File: src/hdl/rlmtf_pkg.sv
`default_nettype none

package rlmtf_pkg;

  // list geometry
  localparam int unsigned HistoryDepth = 64;
  localparam int unsigned TableSize    = 4096;

  localparam int unsigned KeyW   = $clog2(TableSize);
  localparam int unsigned AddrW  = $clog2(HistoryDepth);
  localparam int unsigned CountW = $clog2(HistoryDepth + 1);
  localparam int unsigned FieldW = 7;

  // command codes
  localparam logic CMD_PUSH  = 1'b0;
  localparam logic CMD_QUERY = 1'b1;

  typedef enum logic [2:0] {
    ST_IDLE,
    ST_SEARCH,
    ST_SHIFT,
    ST_FRONT,
    ST_RESULT
  } state_t;

endpackage

`default_nettype wire

File: src/hdl/recency_list_move_to_front.sv
`default_nettype none

// move-to-front recency list of table indices. a word is taken when start is
// high and busy is low; cmd selects push (move or insert the key at the front)
// or query (report its position only). exactly one result word follows per
// command: done is high for one cycle with position (-1 when absent, the place
// before this command otherwise), list_count (entries after this command) and
// accepted (low only when a new key met a full list). the receiver cannot
// stall, so results must be taken in the cycle done is high. the keys live in
// one memory with one read and one write port and a registered read; a search
// streams through the listed entries one per cycle, and a move or insert then
// walks the affected entries back one place, one per cycle. the longest
// command is a move from the back of a full list. no clearing pass is
// needed after reset.
module recency_list_move_to_front (
  input  wire logic                               clk,
  input  wire logic                               rst,
  input  wire logic                               start,
  output logic                                    busy,
  input  wire logic                               cmd,
  input  wire logic [rlmtf_pkg::KeyW-1:0]         entry_index,
  output logic                                    done,
  output logic signed [rlmtf_pkg::FieldW-1:0]     position,
  output logic [rlmtf_pkg::FieldW-1:0]            list_count,
  output logic                                    accepted
);
  import rlmtf_pkg::*;

  // key store, front of the list at address zero
  logic [KeyW-1:0]  mem [HistoryDepth];
  logic [KeyW-1:0]  rdata;
  logic [AddrW-1:0] mem_raddr;
  logic [AddrW-1:0] mem_waddr;
  logic [KeyW-1:0]  mem_wdata;
  logic             mem_we;

  always_ff @(posedge clk) begin
    if (mem_we) begin
      mem[mem_waddr] <= mem_wdata;
    end
    rdata <= mem[mem_raddr];
  end

  // control and working registers
  state_t            state, state_next;
  logic              cmd_q, cmd_q_next;
  logic [KeyW-1:0]   key_q, key_q_next;
  logic [CountW-1:0] count, count_next;
  logic [CountW-1:0] rd_ptr, rd_ptr_next;     // next entry to fetch in search
  logic              chk_valid, chk_valid_next; // rdata holds a fetched entry
  logic [AddrW-1:0]  chk_idx, chk_idx_next;   // address of that entry
  logic [AddrW-1:0]  pos_q, pos_q_next;
  logic              found_q, found_q_next;
  logic              acc_q, acc_q_next;
  logic [AddrW-1:0]  wr_ptr, wr_ptr_next;     // destination during shift
  logic              pend, pend_next;         // shift read in flight

  logic hit;

  always_ff @(posedge clk) begin
    if (rst) begin
      state <= ST_IDLE;
      count <= '0;
    end else begin
      state <= state_next;
      count <= count_next;
    end
  end

  always_ff @(posedge clk) begin
    cmd_q     <= cmd_q_next;
    key_q     <= key_q_next;
    rd_ptr    <= rd_ptr_next;
    chk_valid <= chk_valid_next;
    chk_idx   <= chk_idx_next;
    pos_q     <= pos_q_next;
    found_q   <= found_q_next;
    acc_q     <= acc_q_next;
    wr_ptr    <= wr_ptr_next;
    pend      <= pend_next;
  end

  assign hit = chk_valid && (rdata == key_q);

  always_comb begin
    state_next     = state;
    cmd_q_next     = cmd_q;
    key_q_next     = key_q;
    count_next     = count;
    rd_ptr_next    = rd_ptr;
    chk_valid_next = chk_valid;
    chk_idx_next   = chk_idx;
    pos_q_next     = pos_q;
    found_q_next   = found_q;
    acc_q_next     = acc_q;
    wr_ptr_next    = wr_ptr;
    pend_next      = pend;
    mem_raddr      = '0;
    mem_waddr      = '0;
    mem_wdata      = key_q;
    mem_we         = 1'b0;

    case (state)
      ST_IDLE: begin
        if (start) begin
          cmd_q_next     = cmd;
          key_q_next     = entry_index;
          rd_ptr_next    = '0;
          chk_valid_next = 1'b0;
          found_q_next   = 1'b0;
          acc_q_next     = 1'b1;
          state_next     = ST_SEARCH;
        end
      end

      ST_SEARCH: begin
        // fetch one entry a cycle, compare the one fetched last cycle
        if (rd_ptr < count) begin
          mem_raddr      = rd_ptr[AddrW-1:0];
          rd_ptr_next    = rd_ptr + CountW'(1);
          chk_valid_next = 1'b1;
          chk_idx_next   = rd_ptr[AddrW-1:0];
        end else begin
          chk_valid_next = 1'b0;
        end

        if (hit) begin
          found_q_next = 1'b1;
          pos_q_next   = chk_idx;
          if ((cmd_q == CMD_QUERY) || (chk_idx == '0)) begin
            state_next = ST_RESULT;
          end else begin
            wr_ptr_next = chk_idx;
            pend_next   = 1'b0;
            state_next  = ST_SHIFT;
          end
        end else if (rd_ptr == count) begin
          // every listed entry compared, key absent
          found_q_next = 1'b0;
          if (cmd_q == CMD_QUERY) begin
            state_next = ST_RESULT;
          end else if (count == CountW'(HistoryDepth)) begin
            acc_q_next = 1'b0;
            state_next = ST_RESULT;
          end else begin
            count_next  = count + CountW'(1);
            wr_ptr_next = count[AddrW-1:0];
            pend_next   = 1'b0;
            if (count == '0) begin
              state_next = ST_FRONT;
            end else begin
              state_next = ST_SHIFT;
            end
          end
        end
      end

      ST_SHIFT: begin
        // copy entry wr_ptr-1 into wr_ptr, walking toward the front
        if (!pend) begin
          mem_raddr = wr_ptr - AddrW'(1);
          pend_next = 1'b1;
        end else begin
          mem_we      = 1'b1;
          mem_waddr   = wr_ptr;
          mem_wdata   = rdata;
          wr_ptr_next = wr_ptr - AddrW'(1);
          if (wr_ptr == AddrW'(1)) begin
            pend_next  = 1'b0;
            state_next = ST_FRONT;
          end else begin
            mem_raddr = wr_ptr - AddrW'(2);
          end
        end
      end

      ST_FRONT: begin
        mem_we     = 1'b1;
        mem_waddr  = '0;
        mem_wdata  = key_q;
        state_next = ST_RESULT;
      end

      ST_RESULT: begin
        state_next = ST_IDLE;
      end

      default: begin
        state_next = ST_IDLE;
      end
    endcase
  end

  // result word, held in registers while done is high
  assign busy       = (state != ST_IDLE);
  assign done       = (state == ST_RESULT);
  assign position   = found_q ? FieldW'(pos_q) : '1;
  assign list_count = FieldW'(count);
  assign accepted   = acc_q;

endmodule

`default_nettype wire

File: config.mk
export PLATFORM = sky130hd
export DESIGN_NAME = recency_list_move_to_front
export DESIGN_NICKNAME = d
export VERILOG_FILES = /design/src/hdl/rlmtf_pkg.sv /design/src/hdl/recency_list_move_to_front.sv
export SDC_FILE = /design/constraint.sdc
export NUM_CORES = 1
export LEC_CHECK = 0
export BUFFER_PORTS_ARGS = -buffer_cell sky130_fd_sc_hd__buf_2
export CORE_ASPECT_RATIO = 1.5
export CORE_MARGIN = 2
export CORE_UTILIZATION = 35
export DETAILED_ROUTE_END_ITERATION = 6
export PLACE_DENSITY_LB_ADDON = 0.1
export SETUP_SLACK_MARGIN = 0.1
export SLEW_MARGIN = 5
export SYNTH_ARGS = -nofsm -noshare
export SYNTH_HDL_FRONTEND = slang
export SYNTH_SLANG_ARGS = --single-unit
File: constraint.sdc
create_clock -name clk -period 2.9 [get_ports clk]
set_clock_uncertainty 0.1 [all_clocks]
set_input_delay 0.29 -clock clk [delete_from_list [all_inputs] [get_ports clk]]
set_output_delay 0.29 -clock clk [all_outputs]
set_load 0.02 [all_outputs]
# Yosys cells after proc, flatten, opt, wreduce, memory -nomap -nowiden
# Memories as Yosys holds them, arrays and structs flattened. A register that Yosys moved wholly into a read port is not among the register bits.
# Cells that the tools add are included.
classes:
  n_addsub: 4
  magnitude_cmp: 1
  eq_ne: 20
  mux: 53
  n_bitwise: 3
  n_reduce_logical: 19
ops:
  columns: ["operator", "n"]
  rows:
  - ["6-bit two-way mux", 11]
  - ["12-bit two-way mux", 2]
  - ["3-bit two-way mux", 8]
  - ["6-bit case mux with 2 select lines", 2]
  - ["7-bit two-way mux", 3]
  - ["1-bit two-way mux", 20]
  - ["2-bit != test (second input constant)", 8]
  - ["7-bit by 1-bit adder with 7-bit output (second input constant)", 2]
  - ["7-bit case mux with 2 select lines", 1]
  - ["12-bit equality test", 1]
  - ["3-bit != test (second input constant)", 4]
  - ["3-bit case mux with 4 select lines", 1]
  - ["6-bit AND reduction", 2]
  - ["1-bit case mux with 2 select lines", 5]
  - ["5-bit AND reduction", 2]
  - ["2-bit AND reduction", 4]
  - ["7-bit equality test", 1]
  - ["7-bit equality test (second input constant)", 1]
  - ["7-bit zero test", 1]
  - ["7-bit < comparator", 1]
  - ["3-bit by 2-bit equality test with 1-bit output (second input constant)", 2]
  - ["6-bit by 1-bit equality test with 1-bit output (second input constant)", 1]
  - ["6-bit zero test", 1]
  - ["3-bit AND reduction", 2]
  - ["other kinds (11)", 14]
word_totals:
  reg_bits: 52
  mem_bits_rw: 768
  output_inout_bits: 17
  word_cells: 113
  memories: 1
memory_table:
  columns: ["name", "words", "width", "read_ports", "rd_ports_with_merged_regs", "wr", "line_no", "text"]
  rows:
  - ["mem", 64, 12, 1, 1, 1, "recency_list_move_to_front.sv:30", "logic [KeyW-1:0] mem [HistoryDepth];"]

# Longest topological paths before layout
depth:
  ltp_word: 7
  depth_mapped: 13

# Least setup slack after synthesis
# OpenSTA, ideal clock, no wires.
synth_timing:
  path_kind: "register -> register"
  from: "reg count[6], in the netlist list_count[6]"
  to: "reg rdata[10], read port of mem"
  setup_time_ns: 0.116
  arrival_ns: 2.804
  slack_ns: -0.120
  path_stages_with_launch: 12
  n_path_buf: 1
  path_cell_list: "dfxtp_1 -> inv_1 -> ha_1 -> a21oi_1 -> o211ai_4 -> nor2_2 -> a32oi_1 -> or3_1 -> clkbuf_1 -> a31oi_1 -> nor4_1 -> and4_1"
synth_between:
  elab_chain_cells: 3
synth_lines:
  columns: ["element", "line_no", "text"]
  rows:
  - ["start: declaration", "recency_list_move_to_front.sv:48", "logic [CountW-1:0] count, count_next;"]
  - ["start signal: assignment", "recency_list_move_to_front.sv:66", "count <= count_next;"]
  - ["7-bit < comparator", "recency_list_move_to_front.sv:118", "if (rd_ptr < count) begin"]
  - ["6-bit two-way mux", "recency_list_move_to_front.sv:118", null]
  - ["6-bit case mux with 2 select lines", "recency_list_move_to_front.sv:103", "case (state)"]
  - ["end: declaration", "recency_list_move_to_front.sv:31", "logic [KeyW-1:0] rdata;"]
# No other way between the ends.
# A chain may end at the register's enable or synchronous reset.

# Worst setup path in the final report
layout_timing:
  from: "reg rd_ptr[6]"
  to: "reg rdata[11], read port of mem"
layout_between:
  elab_chain_cells: 3
layout_lines:
  columns: ["element", "line_no", "text"]
  rows:
  - ["start: declaration", "recency_list_move_to_front.sv:49", "logic [CountW-1:0] rd_ptr, rd_ptr_next;"]
  - ["start signal: assignment", "recency_list_move_to_front.sv:73", "rd_ptr <= rd_ptr_next;"]
  - ["7-bit < comparator", "recency_list_move_to_front.sv:118", null]
  - ["6-bit two-way mux", "recency_list_move_to_front.sv:118", null]
  - ["6-bit case mux with 2 select lines", "recency_list_move_to_front.sv:103", null]
# No other way between the ends.

==> metrics <==
cts bufs inserted 81; max_cap viols 0; die width 257 µm; DRC 0; number of synthesized flops with an enable pin 810; setup ws final -0.402 ns; area grow syn2layout 27.5%; Psw 15.0 mW; failing checks negative setup slack; Cell variety after synth 66; Slew Limit Fails 0; synth warn 0; nets 2673; Synth Flop Type edfxtp_1; Critical Path RT 3.41 ns; PwrDens 1010 nW/µm²; setup tns final -4.16 ns; hpwl dp 69100 µm; Final Cycle Share 1.14; RSZ-0062 raised after global routing true; Critical Path Fanout Max 11; clk_lat worst skew 0.68 ns; initial antenna violation count 3; H-tree depth 3; Post-Place Cells 3764; status finished, violations left; Core Util, Final 0.450; clock share of power 0.244; global-route wire length before repair 150000 µm; Remaining Overflow, GRT 0; WL/cell 26.2 µm; Global Route Usage Sum 0.210; io pins 33; crit path launch type flop; clock tree buffer depth 3; core area 95500 µm²; die area 98800 µm²; cells after synthesis 2222; total power 43.2 mW; Max VDD drop 0.469 mV; register area share after synthesis 0.735; # port buffers 32; largest net degree at the start of global routing 65; post-route minimum period 3.30 ns; Fill cells 8464; CP arrival 3.82 ns; actual slew at the worst max-slew pin 0.641 ns; post-route ant nets 0; Int Power 28.2 mW; #FFs+latches synth 832; Net Sw Frac 0.347; final WL 104000 µm; Final Hold Viols 0; fraction of layout cells with a size suffix above 1 0.295; combinational power share 0.405; CTS tree done; Worst Hold Class input pin to flop; Syn Area/Cell 15.2 µm²; Peak Freq 303 MHz; clock sink total 832; Initial Util 0.353; crit end category flop; Reg clk slew, reported paths 0.07 ns; post-synth net total 2252; asr flop ratio synth 0; endpoints failing setup 12; Die Ht 384 µm; # rows 139; worst slack, placed -1.09 ns; Worst Setup Path Type flop to flop; via count 20690; fin cells 3977; sequential share of power 0.351; Cell Area, Synth 33700 µm²; Iter 0 DRT Violations 1634; max_slew headroom 0.572; vias in the first global route 21491; Pre-antenna DRT Iters 7; vias per cell 5.20; Leakage 14.9 nW; CTS root buf clkbuf_16; GP Congestion 0.839
[kinds of logic (layout without fill, tap and decap cells)]
family	after synthesis	in the layout	synth area share
compound gates	258	258	0.0595
xor+xnor	27	27	0.00702
fa+ha+maj	14	14	0.00520
buf+inv	147	632	0.0222
flops	832	832	0.735
mux	255	255	0.0776
other cells	0	1	0
simple gates	689	689	0.0932
[metrics by stage]
stage,area [µm²],hold WS (ns)
after floorplan,33700,0.289
after global placement,38400,0.391
after detailed placement,38400,0.384
after CTS,42300,0.227
after global routing,42900,0.281
final,42900,0.253
[worst max-delay path, cell delays in order (launching register included)]
cell	delay [ns]
edfxtp_1	0.44
ha_4	0.33
nand4_1	0.16
a21oi_4	0.29
nor3_1	0.09
buf_4	0.16
o211a_4	0.25
buf_12	0.15
buf_8	0.16
a32oi_2	0.21
a31oi_4	0.14
nor4_4	0.41
buf_4	0.18
and4_1	0.16
[registers in the layout (all words and copies together), names as in the netlist]
register    count
mem           768
key_q          12
rdata          12
list_count      7
rd_ptr          7
chk_idx         6
pos_q           6
wr_ptr          6
state           3
accepted        1
chk_valid       1
cmd_q           1
found_q         1
pend            1
[layout make-up]
class | count | area (µm²) | share of cell area
diodes | 1 | 2.50 | 0.0000583
clock buffers | 97 | 2140 | 0.0498
clock inverters | 50 | 480 | 0.0112
inverters | 20 | 75.1 | 0.00175
multi-input cells | 1243 | 9230 | 0.215
flip-flops and latches | 832 | 24800 | 0.577
well taps | 1269 | 1590 | 0.0370
repair buffers | 465 | 4660 | 0.108
[synth_stat cells (21+ instances only)]
cell type | number | share of area
a22o_1 | 24 | 0.0062
a22oi_1 | 37 | 0.0082
a31oi_1 | 49 | 0.0091
a32oi_1 | 50 | 0.013
buf_2 | 55 | 0.0082
buf_4 | 24 | 0.0053
clkbuf_1 | 40 | 0.0045
dfxtp_1 | 22 | 0.013
edfxtp_1 | 810 | 0.72
mux2_2 | 48 | 0.016
mux2i_1 | 207 | 0.062
nand2_1 | 359 | 0.040
nand3_1 | 96 | 0.014
nand4_1 | 55 | 0.010
nor2_1 | 103 | 0.011
o21ai_0 | 21 | 0.0031
o221ai_1 | 24 | 0.0062
xnor2_1 | 23 | 0.0060
[worst paths after layout]
kind / start / endpoint / slack [ns] / cells after the start
setup / recovery: rd_ptr[6] / rdata[11] / -0.40 / 13
hold / removal: cmd / cmd_q / 0.25 / 2
setup reg to reg: rd_ptr[6] / rdata[11] / -0.40 / 13
hold reg to reg: chk_idx[0] / pos_q[0] / 0.41 / 0
[what timing repair did]
item	4_1_cts	5_1_grt
resized for setup	150	77
hold buffers	15	0
endpoints found under the setup margin	115	633
setup buffers	20	19
endpoints found under the hold margin	23	0
gates cloned	5	8
pin swaps	28	35
[power groups by stage]
stage	clock network [mW]	logic [mW]	registers, mW
after global placement	0	15.1	15.4
after global routing	11.2	18.6	15.2
after detailed placement	0	15.2	15.4
after CTS	10.8	16.8	15.2
final	10.5	17.5	15.2
after floorplan	0	7.43	15.4
[layer usage]
metal	part of all wire	vias to the layer above	track usage
met5	0	-	0
met4	0.038	0	0.0860
met3	0.032	151	0.0200
met2	0.54	467	0.390
met1	0.39	10647	0.246
li1	-	9425	-
[cells in the final DEF (no fill, tap or decap), types with 13 or more instances in the layout]
cell / netlist / layout
edfxtp_1: 810 / 810
nand2_1: 359 / 338
buf_4: 24 / 303
mux2i_1: 207 / 200
nor2_1: 103 / 96
nand3_1: 96 / 94
clkbuf_16: 0 / 91
buf_12: 0 / 58
nand4_1: 55 / 55
mux2_2: 48 / 48
a32oi_1: 50 / 39
buf_6: 5 / 33
buf_2: 55 / 32
a31oi_1: 49 / 26
a22oi_2: 0 / 25
xnor2_1: 23 / 23
a22o_1: 24 / 23
nand2_2: 1 / 20
a31oi_2: 0 / 18
clkinv_2: 0 / 17
inv_1: 19 / 16
dfxtp_1: 22 / 16
dlygate4sd3_1: 0 / 15
o211ai_1: 13 / 13
clkinv_1: 0 / 13
clkbuf_1: 40 / 13
(Power assumes the default switching activity.)
